[config.mk]
export PLATFORM = sky130hd
export DESIGN_NAME = aph_mul
export DESIGN_NICKNAME = d
export VERILOG_FILES = /design/src/hdl/aph_pkg.sv /design/src/hdl/aph_mul.sv
export SDC_FILE = /design/constraint.sdc
export NUM_CORES = 1
export LEC_CHECK = 0
export BUFFER_PORTS_ARGS = -buffer_cell sky130_fd_sc_hd__buf_2
export CAP_MARGIN = 20
export CORE_UTILIZATION = 62
export DETAILED_ROUTE_END_ITERATION = 7
export GPL_TIMING_DRIVEN = 0
export PLACE_DENSITY = 0.81
export REMOVE_ABC_BUFFERS = 1
export SYNTH_ARGS = -nofsm -noshare
export SYNTH_HDL_FRONTEND = slang
export SYNTH_SLANG_ARGS = --single-unit
export TNS_END_PERCENT = 10
[constraint.sdc]
create_clock -name clk -period 14.74 [get_ports clk]
set_input_delay 0 -clock clk [delete_from_list [all_inputs] [get_ports clk]]
set_output_delay 0 -clock clk [all_outputs]
set_load 0.05 [all_outputs]
[src/hdl/aph_pkg.sv]
`timescale 1ns / 1ps
package aph_pkg;

  localparam int Q_FRAC     = 28;
  localparam int DIGIT_W    = 8;
  localparam int NUM_DIGITS = 4;
  localparam int DCNT_W     = 2;

  // 0.7 in Q4.28
  localparam logic signed [31:0] FB_GAIN = 32'sd187904819;

  localparam logic [63:0]        PI_Q30         = 64'd3373259426;
  localparam logic signed [63:0] QUARTER_PI_Q30 = 64'sd843314857;

  localparam int CFG_IDX_W  = 1;
  localparam int CFG_DATA_W = 19;
  localparam logic [CFG_IDX_W-1:0] REG_NUM_STAGES = 1'b0;
  localparam logic [CFG_IDX_W-1:0] REG_PHASE_STEP = 1'b1;

  localparam logic [3:0]  STAGES_MIN   = 4'd2;
  localparam logic [3:0]  STAGES_RESET = 4'd4;
  localparam logic [18:0] STEP_LOW     = 19'd4870;
  localparam logic [18:0] STEP_HIGH    = 19'd486950;
  localparam logic [18:0] STEP_RESET   = 19'd48695;

  typedef struct packed {
    logic               start;
    logic signed [31:0] a;
    logic signed [31:0] b;
  } aph_mul_req_t;

  typedef struct packed {
    logic               done;
    logic signed [31:0] q;
  } aph_mul_rsp_t;

  function automatic logic signed [31:0] sat32(input logic signed [63:0] x);
    if (x > 64'sd2147483647) return 32'sh7fffffff;
    if (x < -64'sd2147483648) return 32'sh80000000;
    return x[31:0];
  endfunction

  // Round half up from Q56 to Q28 and saturate.
  function automatic logic signed [31:0] mulq_round(input logic signed [63:0] p);
    logic signed [63:0] r;
    r = (p + (64'sd1 <<< (Q_FRAC - 1))) >>> Q_FRAC;
    return sat32(r);
  endfunction

  // Shift-subtract long division, elaboration use only.
  function automatic logic [63:0] udiv64(input logic [63:0] n, input logic [63:0] d);
    logic [63:0] q;
    logic [64:0] r;
    q = '0;
    r = '0;
    for (int j = 63; j >= 0; j--) begin
      r = {r[63:0], n[j]};
      if (r >= {1'b0, d}) begin
        r = r - {1'b0, d};
        q[j] = 1'b1;
      end
    end
    return q;
  endfunction

  // Allpass coefficient -tan(pi/4 - w) for table entry i, Q4.28.
  function automatic logic signed [31:0] coeff_for(input logic [63:0] i,
                                                   input logic [63:0] size);
    logic [63:0]        span;
    logic [63:0]        den;
    logic [63:0]        num;
    logic signed [63:0] w;
    logic signed [63:0] t;
    logic signed [63:0] term;
    logic signed [63:0] s;
    logic signed [63:0] c;
    logic signed [63:0] q;
    int k;
    span = size - 64'd1;
    den  = 64'd44100 * span;
    num  = PI_Q30 * (64'd200 * span + 64'd1600 * i);
    w    = signed'(udiv64(num + (den >> 1), den));
    t    = QUARTER_PI_Q30 - w;
    term = t;
    s    = t;
    c    = 64'sd1 <<< 30;
    for (k = 1; k <= 7; k++) begin
      term = signed'(udiv64(unsigned'((((term * t) >>> 30) * t) >>> 30),
                            64'(2 * k * (2 * k + 1))));
      s = k[0] ? s - term : s + term;
    end
    term = 64'sd1 <<< 30;
    for (k = 1; k <= 7; k++) begin
      term = signed'(udiv64(unsigned'((((term * t) >>> 30) * t) >>> 30),
                            64'((2 * k - 1) * (2 * k))));
      c = k[0] ? c - term : c + term;
    end
    if (s < 0) s = 0;
    if (c < 1) c = 1;
    q = signed'(udiv64(unsigned'(s <<< 28), unsigned'(c)));
    return 32'(-q);
  endfunction

endpackage

[src/hdl/aph_mul.sv]
`timescale 1ns / 1ps
// Q4.28 multiply, 8-bit digit of b per cycle, rounded and saturated.
module aph_mul import aph_pkg::*; (
  input  logic         clk,
  input  logic         rst,
  input  aph_mul_req_t req,
  output aph_mul_rsp_t rsp
);

  logic signed [31:0]       a_reg;
  logic [31:0]              b_reg;
  logic signed [41:0]       acc;
  logic [DCNT_W-1:0]        cnt;
  logic                     busy;
  logic                     done;
  logic                     top_digit;
  logic signed [DIGIT_W:0]  d9;
  logic signed [40:0]       pp;
  logic signed [41:0]       sum;

  assign top_digit = (cnt == DCNT_W'(NUM_DIGITS - 1));
  assign d9  = {top_digit ? b_reg[DIGIT_W-1] : 1'b0, b_reg[DIGIT_W-1:0]};
  assign pp  = a_reg * d9;
  assign sum = acc + 42'(pp);

  always_ff @(posedge clk) begin
    if (rst) begin
      busy <= 1'b0;
      done <= 1'b0;
      cnt  <= '0;
    end else begin
      done <= 1'b0;
      if (req.start) begin
        busy <= 1'b1;
        cnt  <= '0;
      end else if (busy) begin
        cnt <= cnt + DCNT_W'(1);
        if (top_digit) begin
          busy <= 1'b0;
          done <= 1'b1;
        end
      end
    end
  end

  always_ff @(posedge clk) begin
    if (req.start) begin
      a_reg <= req.a;
      b_reg <= req.b;
      acc   <= '0;
    end else if (busy) begin
      b_reg <= {sum[DIGIT_W-1:0], b_reg[31:DIGIT_W]};
      acc   <= sum >>> DIGIT_W;
    end
  end

  assign rsp.done = done;
  assign rsp.q    = mulq_round({acc[31:0], b_reg});

endmodule

# Yosys cells after proc, flatten, opt, wreduce, memory -nomap -nowiden
# Index checks and enable logic that the tools add are counted.
[op_classes] n_eq_ne=1 order_cmp=2 reduce_logical=3 bitwise=1 n_div=0 n_mux=14 multipliers=1 addsub=3 shift=0
[ops] operator="$mux W32" count=6
[ops] operator="$add A64 B29 Y64 const B" count=1
[ops] operator="$add A34 B41 Y42" count=1
[ops] operator="$mul A32 B9 Y41" count=1
[ops] operator="$gt A36 B32 Y1 const B" count=1
[ops] operator="$lt A36 B32 Y1 const B" count=1
[ops] operator="$mux W1" count=8
[ops] operator="$reduce_or A3 Y1" count=1
[ops] operator="$add A2 B1 Y2 const B" count=1
[ops] operator="$eq A2 B2 Y1 const B" count=1
[ops] operator="$reduce_bool A2 Y1" count=1
[ops] operator="$reduce_or A2 Y1" count=1
[ops] operator="$not A1 Y1" count=1
[totals] regBits=102 out_inout_bits=33 latch_bits=0 word_cells=31 romBits=0 ramBits=0 memories=0

# Depth between registers and ports, before layout
# Gate-level depths: netlist of the first run.
[depth] depth_word=6 mapped_depth=23 depth_no_buf=21

# Worst setup path after synthesis of the first run
# No wires, ideal clock.
[synth_timing] path_type="reg2reg" startpoint="register cnt[0]" endpoint="register acc[31]" n_path_buf=1 path_slack_ps=8762 t_arrival_ps=5861 period_less_slack_ps=5978 setup_ps=117 path_stages_with_launch=23 cell_sequence="dfxtp_1 -> ha_1 -> nand2_1 -> clkbuf_1 -> nor2_1 -> fa_1 -> inv_1 -> fa_1 -> inv_1 -> fa_1 -> inv_1 -> fa_1 -> inv_1 -> fa_1 -> ha_1 -> and3_1 -> nand2_1 -> or4b_1 -> o22ai_2 -> o211ai_1 -> a2111oi_2 -> mux2i_1 -> nand2_1"
[synth_between] elab_chain_cells=4
[synth_lines] element="start: declaration" line="aph_mul.sv:13" text="logic [DCNT_W-1:0] cnt;"
[synth_lines] element="start signal: assignment" line="aph_mul.sv:37" text="cnt <= cnt + DCNT_W'(1);"
[synth_lines] element="$eq A2 B2 Y1" line="aph_mul.sv:21" text="assign top_digit = (cnt == DCNT_W'(NUM_DIGITS - 1));"
[synth_lines] element="via top_digit" line="aph_mul.sv:16" text="logic top_digit;"
[synth_lines] element="$mux W1" line="aph_mul.sv:22" text="assign d9 = {top_digit ? b_reg[DIGIT_W-1] : 1'b0, b_reg[DIGIT_W-1:0]};"
[synth_lines] element="$mul A32 B9 Y41" line="aph_mul.sv:23" text="assign pp = a_reg * d9;"
[synth_lines] element="$add A34 B41 Y42" line="aph_mul.sv:24" text="assign sum = acc + 42'(pp);"
[synth_lines] element="end signal: assignment" line="aph_mul.sv:53" text="acc <= sum >>> DIGIT_W;"
[synth_lines] element="end: declaration" line="aph_mul.sv:12" text="logic signed [41:0] acc;"
# The timed path passes the listed nets, and every way through them passes these cells.
# A chain may end at the register's enable or synchronous reset.

# Final worst setup path of the first run
[layout_timing] startpoint="register b_reg[7]" endpoint="register acc[29]"
[layout_between] elab_chain_cells=3
[layout_lines] element="start: declaration" line="aph_mul.sv:11" text="logic [31:0] b_reg;"
[layout_lines] element="start signal: assignment" line="aph_mul.sv:49" text="b_reg <= req.b;"
[layout_lines] element="start signal: assignment" line="aph_mul.sv:52" text="b_reg <= {sum[DIGIT_W-1:0], b_reg[31:DIGIT_W]};"
[layout_lines] element="$mux W1" line="aph_mul.sv:22"
[layout_lines] element="$mul A32 B9 Y41 *" line="aph_mul.sv:23"
[layout_lines] element="$add A34 B41 Y42 *" line="aph_mul.sv:24"
# Every way passes the cells marked *; elsewhere a longest branch is shown, timed or not.

==> results.tsv, run 1 <==
stage	metric	value	unit
run_status	status	complete, no violations	
grt	Global Route Usage Sum	32.1	%
placement	count of input and output buffers	99	
timing	Slew HR	38.8	%
grt	wire length of the first global-routing pass	65200	um
setup_path	Setup crit end kind	flip-flop	
setup_path	number of logic stages on the critical path including buffering	18	
setup_path	highest-delay cell along the critical path	o311ai_0	
setup_path	startpoint class of the critical path	flip-flop	
cells_and_area	proportion of layout cells with a drive suffix above 1	9.77	%
clock_network	later-pin clock latency in the skew report	0.38	ns
timing	Tcrit/Tclk final	53.3	%
yosys	share of flip-flops with an asynchronous set or reset	0	%
detailed_routing	first-pass iteration count of the detailed router	5	
setup_path	cell seen most often among critical-path stages	fa_1	
grt	number of antenna violations at the first check in global routing	1	
cells_and_area	number of flip-flops in the largest register	34	
timing	slew at the pin closest to its max-slew limit	0.915	ns
detailed_routing	vias per inst	5.71	
yosys	post-synthesis simple-gate area fraction	15.5	%
setup_path	maximum net fanout on the critical path	33	
yosys	dominant combinational cell family by area after synthesis	adder cells	
cells_and_area	commonest non-fill, non-tap cells in the layout	inv_1 (357), fa_1 (271), nand2_1 (208)	
setup_path	Data required, critical path	15.00	ns
floorplan	CORE AREA	0.0246	mm^2
placement	RD Place Congestion	0.896	
setup_path	Cell Chain, Critical Path	nand2_2 > or2_2 > fa_1 > fa_1 > inv_1 > fa_1 > fa_1 > inv_1 > fa_1 > inv_1 > ha_1 > a21oi_1 > o211ai_1 > a211oi_1 > o22ai_2 > o311ai_0 > a2111oi_0 > a311o_1	
grt	via count of the first global-routing pass	13200	
clock_network	clock edge transition at the registers on the reported setup and hold paths	0.09	ns
setup_path	sum of buffers and inverters on the critical path	3	
yosys	cell area after technology mapping	0.0157	mm^2
timing	Max Freq	127	MHz
detailed_routing	Final Routed Wirelength	39500	um
grt	total overflow reported by the global router	0	
clock_network	CTS sink count	102	
timing	setup repair after global routing missed its margin	false	
yosys	Synth Instances	1698	
cells_and_area	area occupied by registers	0.00268	mm^2
yosys	synth warn	0	
clock_network	maximum buffer depth of the clock tree	2	
clock_network	Clock Tree Root	clkbuf_16	
grt	largest net degree at the start of global routing	83	
detailed_routing	total vias in the final route	12200	
yosys	mux cell area share after synthesis	3.20	%
yosys	biggest area consumer among synthesized cells	fa_1	
timing	min Tclk post-route	7.86	ns
floorplan	die outline area	0.0260	mm^2
floorplan	width of the die	161	um
yosys	Most used DFF post-synth	edfxtp_1	
yosys	biggest area contributors in the synthesized netlist	fa_1 (34%), edfxtp_1 (12%), inv_1 (8.5%)	
timing	number of max-slew violations in the final report	0	
detailed_routing	number of nets still failing antenna checks after routing	0	
setup_path	CP Data Arrival Time	8.12	ns
clock_network	cts bufs inserted	9	
yosys	synthesized-area fraction occupied by ao, oa, aoi and oai cells	7.33	%
timing	summed negative setup slack over all endpoints	0	ns
yosys	fraction of post-synthesis cell area in the top cell type by area	34.4	%
clock_network	Max H-tree Level	3	
yosys	Post-Synthesis Mean Instance Area	9.27	um^2
yosys	xor-xnor portion of the synthesized cell area	4.12	%
detailed_routing	drt drc	0	
cells_and_area	area overhead of the layout relative to synthesis	11.8	%
timing	count of endpoints failing setup in the final report	0	
yosys	portion of the post-synthesis area used by sequential elements	17.0	%
detailed_routing	starting DRC count in detailed routing	1016	
run	max-cap violation count	0	
floorplan	Die Y-Extent	161	um
setup_path	delay of the slowest critical-path stage	0.82	ns
yosys	count of distinct cell types in the synthesized netlist	72	
cells_and_area	number of filler cells placed in the layout	1779	
timing	Worst Skew	0.0206	ns
floorplan	placement row count	57	
yosys	count of flip-flops with a built-in enable after synthesis	64	
floorplan	I/O pin total	100	
clock_network	clock tree from TritonCTS	built	
setup_path	critical path class	reg -> reg	
placement	dpl hpwl	30200	um
setup_path	delay-heaviest family, CP	adder cells	
cells_and_area	leading cell type in the layout, fill and taps excluded	inv_1	
setup_path	cell count of the worst reg-to-reg path	18	
cells_and_area	area of the multi-input gates	0.0114	mm^2
floorplan	initial core utilization	64.0	%
cells_and_area	number of nets in the layout	2240	
detailed_routing	routed wirelength normalized by instance count	18.5	um
yosys	post-synthesis share of cell area spent on full adders, half adders and majority gates	42.1	%
yosys	flip-flop and latch count after synthesis	102	
timing	final hold vios	0	
min_path	Hold Path Cell Cnt	2	
min_path	worst min path class	in -> reg	
## routing by layer
layer	global-route usage [%]	vias to the layer above	share of wire [%]
met3	4.34	91	5.9
met5	0	-	0
li1	-	5481	-
met2	55.4	459	50
met4	12.1	0	3.4
met1	41.2	6161	40
## Yosys cell counts (all sizes together) (2+ instances only)
cell / number
mux2i: 20
nand2b: 6
nor2b: 4
o21ai: 51
and3: 13
nand2: 209
a31oi: 4
fa: 271
o31ai: 3
a211oi: 5
edfxtp: 64
o21bai: 5
a21oi: 66
ha: 96
inv: 357
nand3b: 2
nor2: 69
and2b: 3
a2111oi: 2
a221o: 2
nor3b: 5
o22ai: 8
xor2: 29
nand3: 17
xnor2: 43
a22oi: 2
or2: 4
clkbuf: 63
o311ai: 2
o211ai: 8
and2: 112
mux2: 27
nand4: 22
a21o: 14
buf: 17
a221oi: 2
a211o: 2
nor3: 13
dfxtp: 38
nor4: 3
## kinds of logic after synthesis
family | count (synthesis)
and+or+nand+nor | 487
buffers and inverters | 437
adders and majority gates | 367
AOI/OAI and AO/OA | 186
DFF | 102
xor gates and xnor gates | 72
muxes | 47
## area by class of cell
type | instances | area share, %
Timing Repair Buffer | 177 | 8.37
Sequential cell | 102 | 15.2
Antenna cell | 1 | 0.0142
Inverter | 357 | 7.61
Clock buffer | 9 | 1.28
Tap cell | 324 | 2.30
Multi-Input combinational cell | 1159 | 64.6
Clock inverter | 7 | 0.561
## through the flow
stage	instances	worst slack [ns]	area, um^2	hold slack (ns)	utilization (%)
floorplan	1618	8.25	15400	0.0717	-
global placement	2041	5.77	16300	0.176	66.2
detailed placement	2050	7.03	16600	0.178	67.3
CTS	2131	6.99	17500	0.0219	71.2
global route	2136	6.45	17600	0.0304	71.6
finish	2136	6.88	17600	0.0197	71.6
## worst paths after layout
check | slack [ns] | to | startpoint
setup / recovery | 6.88 | acc[29]$_SDFFE_PP0P_ | b_reg[7]$_DFFE_PP_
hold / removal | 0.02 | acc[15]$_SDFFE_PP0P_ | req[64]
setup reg to reg | 6.88 | acc[29]$_SDFFE_PP0P_ | b_reg[7]$_DFFE_PP_
hold reg to reg | 0.55 | acc[8]$_SDFFE_PP0P_ | acc[8]$_SDFFE_PP0P_
## what timing repair did
action                    in CTS  in global routing
resized for setup              0                  0
hold buffers                  65                  0
hold endpoints to repair      68                  0
setup buffers                  0                  0
Power of run 1 is left out: the tool's default activity adds up to more than one toggle a clock period on the data nets, which glitch-free logic cannot reach.
==> run 2, diff against run 1 <==
ABC_AREA = 1   (was default)
CORE_UTILIZATION = 58   (was 62)
PLACE_DENSITY = 0.79   (was 0.81)
clock period = 7.1 ns   (was 14.74 ns; I/O delays follow)
==> run 2 against run 1 <==
Net effect: critical path type unchanged; final cell count increased by 35%; die area increased by 17%; area after synthesis increased by 9.5%; fmax increased by 16%; register-to-register slack got worse by 6.6 ns; design area increased by 8.3%; hold slack improved by 0.089 ns; critical path depth increased by 7.
==> results.tsv, run 2 <==
stage	metric	value	unit	change
setup_path	critical path class	reg -> reg		
setup_path	highest-delay cell along the critical path	edfxtp_1		
clock_network	later-pin clock latency in the skew report	0.40	ns	+0.02 ns
setup_path	minimum setup slack among reg-to-reg paths	0.32	ns	-6.56 ns
setup_path	CP Data Arrival Time	7.08	ns	-1.04 ns
run_status	status	complete, no violations		
detailed_routing	first-pass iteration count of the detailed router	6		+1
placement	post-place setup slack	0.0530	ns	-6.98 ns
placement	dpl hpwl	38500	um	+27%
yosys	dominant combinational cell family by area after synthesis	adder cells		
cells_and_area	Post-Route Utilization	65.9	%	-5.7 points
grt	via count of the first global-routing pass	15800		+20%
setup_path	Critical Path Sink	acc[25]$_SDFFE_PP0P_		
placement	count of input and output buffers	99		unchanged
timing	summed negative setup slack over all endpoints	0	ns	unchanged
cells_and_area	area overhead of the layout relative to synthesis	10.6	%	
placement	RD Place Congestion	0.962		+7.3%
cells_and_area	Final Instance Count excl. Fillers	2891		+35%
grt	Global Route Usage Sum	33.2	%	+1.1 points
clock_network	cts bufs inserted	9		unchanged
timing	Slew HR	26.6	%	-12 points
setup_path	Data required, critical path	7.39	ns	-7.61 ns
detailed_routing	number of nets still failing antenna checks after routing	0		unchanged
floorplan	width of the die	174	um	+8.1%
setup_path	delay of the slowest critical-path stage	0.96	ns	+0.14 ns
yosys	count of flip-flops with a built-in enable after synthesis	64		unchanged
setup_path	start point of the critical path	b_reg[7]$_DFFE_PP_		
cells_and_area	number of filler cells placed in the layout	2505		+41%
detailed_routing	vias per inst	5.15		-9.7%
grt	total overflow reported by the global router	0		unchanged
floorplan	placement row count	62		+8.8%
setup_path	cell seen most often among critical-path stages	nand2_1		
yosys	Most used DFF post-synth	edfxtp_1		
floorplan	CORE AREA	0.0289	mm^2	+18%
cells_and_area	number of flip-flops in the largest register	34		unchanged
yosys	portion of the post-synthesis area used by sequential elements	15.6	%	-1.5 points
clock_network	Clock Tree Root	clkbuf_16		
timing	Max Freq	147	MHz	+16%
timing	min Tclk post-route	6.78	ns	-1.08 ns
clock_network	maximum buffer depth of the clock tree	2		unchanged
yosys	count of distinct cell types in the synthesized netlist	36		-50%
cells_and_area	commonest non-fill, non-tap cells in the layout	nand2_1 (763), inv_1 (654), fa_1 (271)		
cells_and_area	leading cell type in the layout, fill and taps excluded	nand2_1		
floorplan	initial core utilization	59.6	%	-4.4 points
min_path	critical hold path startpoint	req[64]		
min_path	worst min path class	in -> reg		
yosys	biggest area consumer among synthesized cells	fa_1		
clock_network	CTS sink count	102		unchanged
run	max-cap violation count	0		unchanged
detailed_routing	drt drc	0		unchanged
clock_network	Max H-tree Level	3		unchanged
yosys	Synth Instances	2404		+42%
yosys	synthesized-area fraction occupied by ao, oa, aoi and oai cells	3.22	%	-4.1 points
floorplan	I/O pin total	100		unchanged
yosys	synth warn	0		unchanged
yosys	mux cell area share after synthesis	0	%	-3.2 points
timing	Setup WS post-layout	0.315	ns	-6.56 ns
yosys	flip-flop and latch count after synthesis	102		unchanged
detailed_routing	total vias in the final route	14900		+22%
yosys	share of flip-flops with an asynchronous set or reset	0	%	unchanged
yosys	post-synthesis simple-gate area fraction	24.0	%	+8.5 points
yosys	xor-xnor portion of the synthesized cell area	2.29	%	-1.8 points
grt	wire length of the first global-routing pass	78200	um	+20%
yosys	post-synthesis share of cell area spent on full adders, half adders and majority gates	38.4	%	-3.6 points
setup_path	Setup crit end kind	flip-flop		
cells_and_area	number of nets in the layout	2936		+31%
setup_path	end of the worst register-to-register path	acc[25]$_SDFFE_PP0P_		
detailed_routing	starting DRC count in detailed routing	1187		+17%
timing	Worst Skew	0.0241	ns	+0.00348 ns
placement	number of instances in the placed design	2810		+37%
grt	number of antenna violations at the first check in global routing	0		-1
timing	count of endpoints failing setup in the final report	0		unchanged
yosys	cell area after technology mapping	0.0172	mm^2	+9.5%
yosys	fraction of post-synthesis cell area in the top cell type by area	31.5	%	-3.0 points
grt	largest net degree at the start of global routing	76		-8.4%
detailed_routing	routed wirelength normalized by instance count	16.4	um	-11%
yosys	most used standard cells in the synthesized netlist	nand2_1 (764), inv_1 (654), fa_1 (271), nor2_1 (166), ha_1 (96)		
setup_path	maximum net fanout on the critical path	33		unchanged
timing	setup repair after global routing missed its margin	false		
timing	number of max-slew violations in the final report	0		unchanged
setup_path	cell count of the worst reg-to-reg path	25		+7
cells_and_area	antenna diode count	0		-1
timing	final hold vios	0		unchanged
detailed_routing	Final Routed Wirelength	47500	um	+20%
setup_path	startpoint class of the critical path	flip-flop		
yosys	most numerous cell in the Yosys netlist	nand2_1		
clock_network	clock tree from TritonCTS	built		
setup_path	beginning of the worst register-to-register path	b_reg[7]$_DFFE_PP_		
yosys	Post-Synthesis Mean Instance Area	7.17	um^2	-23%
floorplan	Die Y-Extent	174	um	+8.1%
yosys	biggest area contributors in the synthesized netlist	fa_1 (31%), nand2_1 (17%), inv_1 (14%)		
cells_and_area	proportion of layout cells with a drive suffix above 1	6.10	%	-3.7 points
floorplan	die outline area	0.0304	mm^2	+17%
clock_network	clock edge transition at the registers on the reported setup and hold paths	0.08	ns	about the same
timing	Tcrit/Tclk final	95.6	%	+42 points
timing	slew at the pin closest to its max-slew limit	1.09	ns	+0.179 ns
==> run 2: changes by cell type in the layout (fill, tap and decap cells not counted), sizes merged, moves of 12 or more <==
cell	delta
nand2	+559
a21o	-12
and3	-13
o21ai	-19
mux2	-27
mux2i	-20
and2	-112
xnor2	-38
inv	+298
nor2	+108
a21oi	-12
nand3	+53
==> run 2: area by class of cell <==
cell class	count	area (um^2)	area share [%]
clock inverters	6	62.6	0.328
inverters	657	2470	12.9
well taps	384	480	2.52
clock buffers	10	229	1.20
flip-flops and latches	102	2680	14.1
multi-input cells	1558	11700	61.5
repair buffers	174	1420	7.47
==> run 2: how the worst min path moves through the flow <==
stage / slack [ns] / depth (start not counted) / endpoint
2_1_floorplan: 0.08 / 1 / busy$_SDFF_PP0_
3_3_place_gp: 0.18 / 1 / a_reg[30]$_DFFE_PP_
3_5_place_dp: 0.18 / 1 / a_reg[30]$_DFFE_PP_
4_1_cts: 0.1 / 1 / a_reg[26]$_DFFE_PP_
5_1_grt: 0.12 / 1 / a_reg[26]$_DFFE_PP_
6_report: 0.11 / 1 / a_reg[26]$_DFFE_PP_
==> run 2: routing by layer <==
metal  GRT usage [%]  share of wire (%)  vias to the layer above
met4            12.8                3.2                        0
met3            4.31                6.0                      119
met5               0                  0                        -
met1            40.5                 40                     7166
met2            59.5                 51                      523
li1                -                  -                     7091
==> run 2: worst max-delay path: cells and delay by family, from the launching register on <==
kind / cells / cell delay [ns]
and+or+nand+nor: 13 / 2.27
adders and majority gates: 6 / 3.05
DFF: 1 / 0.96
buffers and inverters: 6 / 0.34
==> run 2: through the flow <==
stage | hold slack [ns] | area [um^2]
after floorplan | 0.0785 | 16900
after global placement | 0.177 | 17800
after detailed placement | 0.178 | 18100
after CTS | 0.0978 | 19100
after global routing | 0.119 | 19100
final | 0.108 | 19100
==> run 2: what timing repair did <==
action                                 4_1_cts  5_1_grt
endpoints found under the hold margin       68        0
buffers inserted                             0        0
resized for setup                            0        1
setup endpoints to repair                    0       23
hold buffers                                65        0
==> run 2: logic make-up (layout without fill, tap and decap cells) <==
kind of cell               after synthesis  count (layout)
buffers and inverters                  744             847
and+or+nand+nor                       1045            1045
AOI/OAI and AO/OA                      101             101
DFF                                    102             102
xor gates and xnor gates                45              45
adders and majority gates              367             367
Power of run 2 is left out for the same reason.
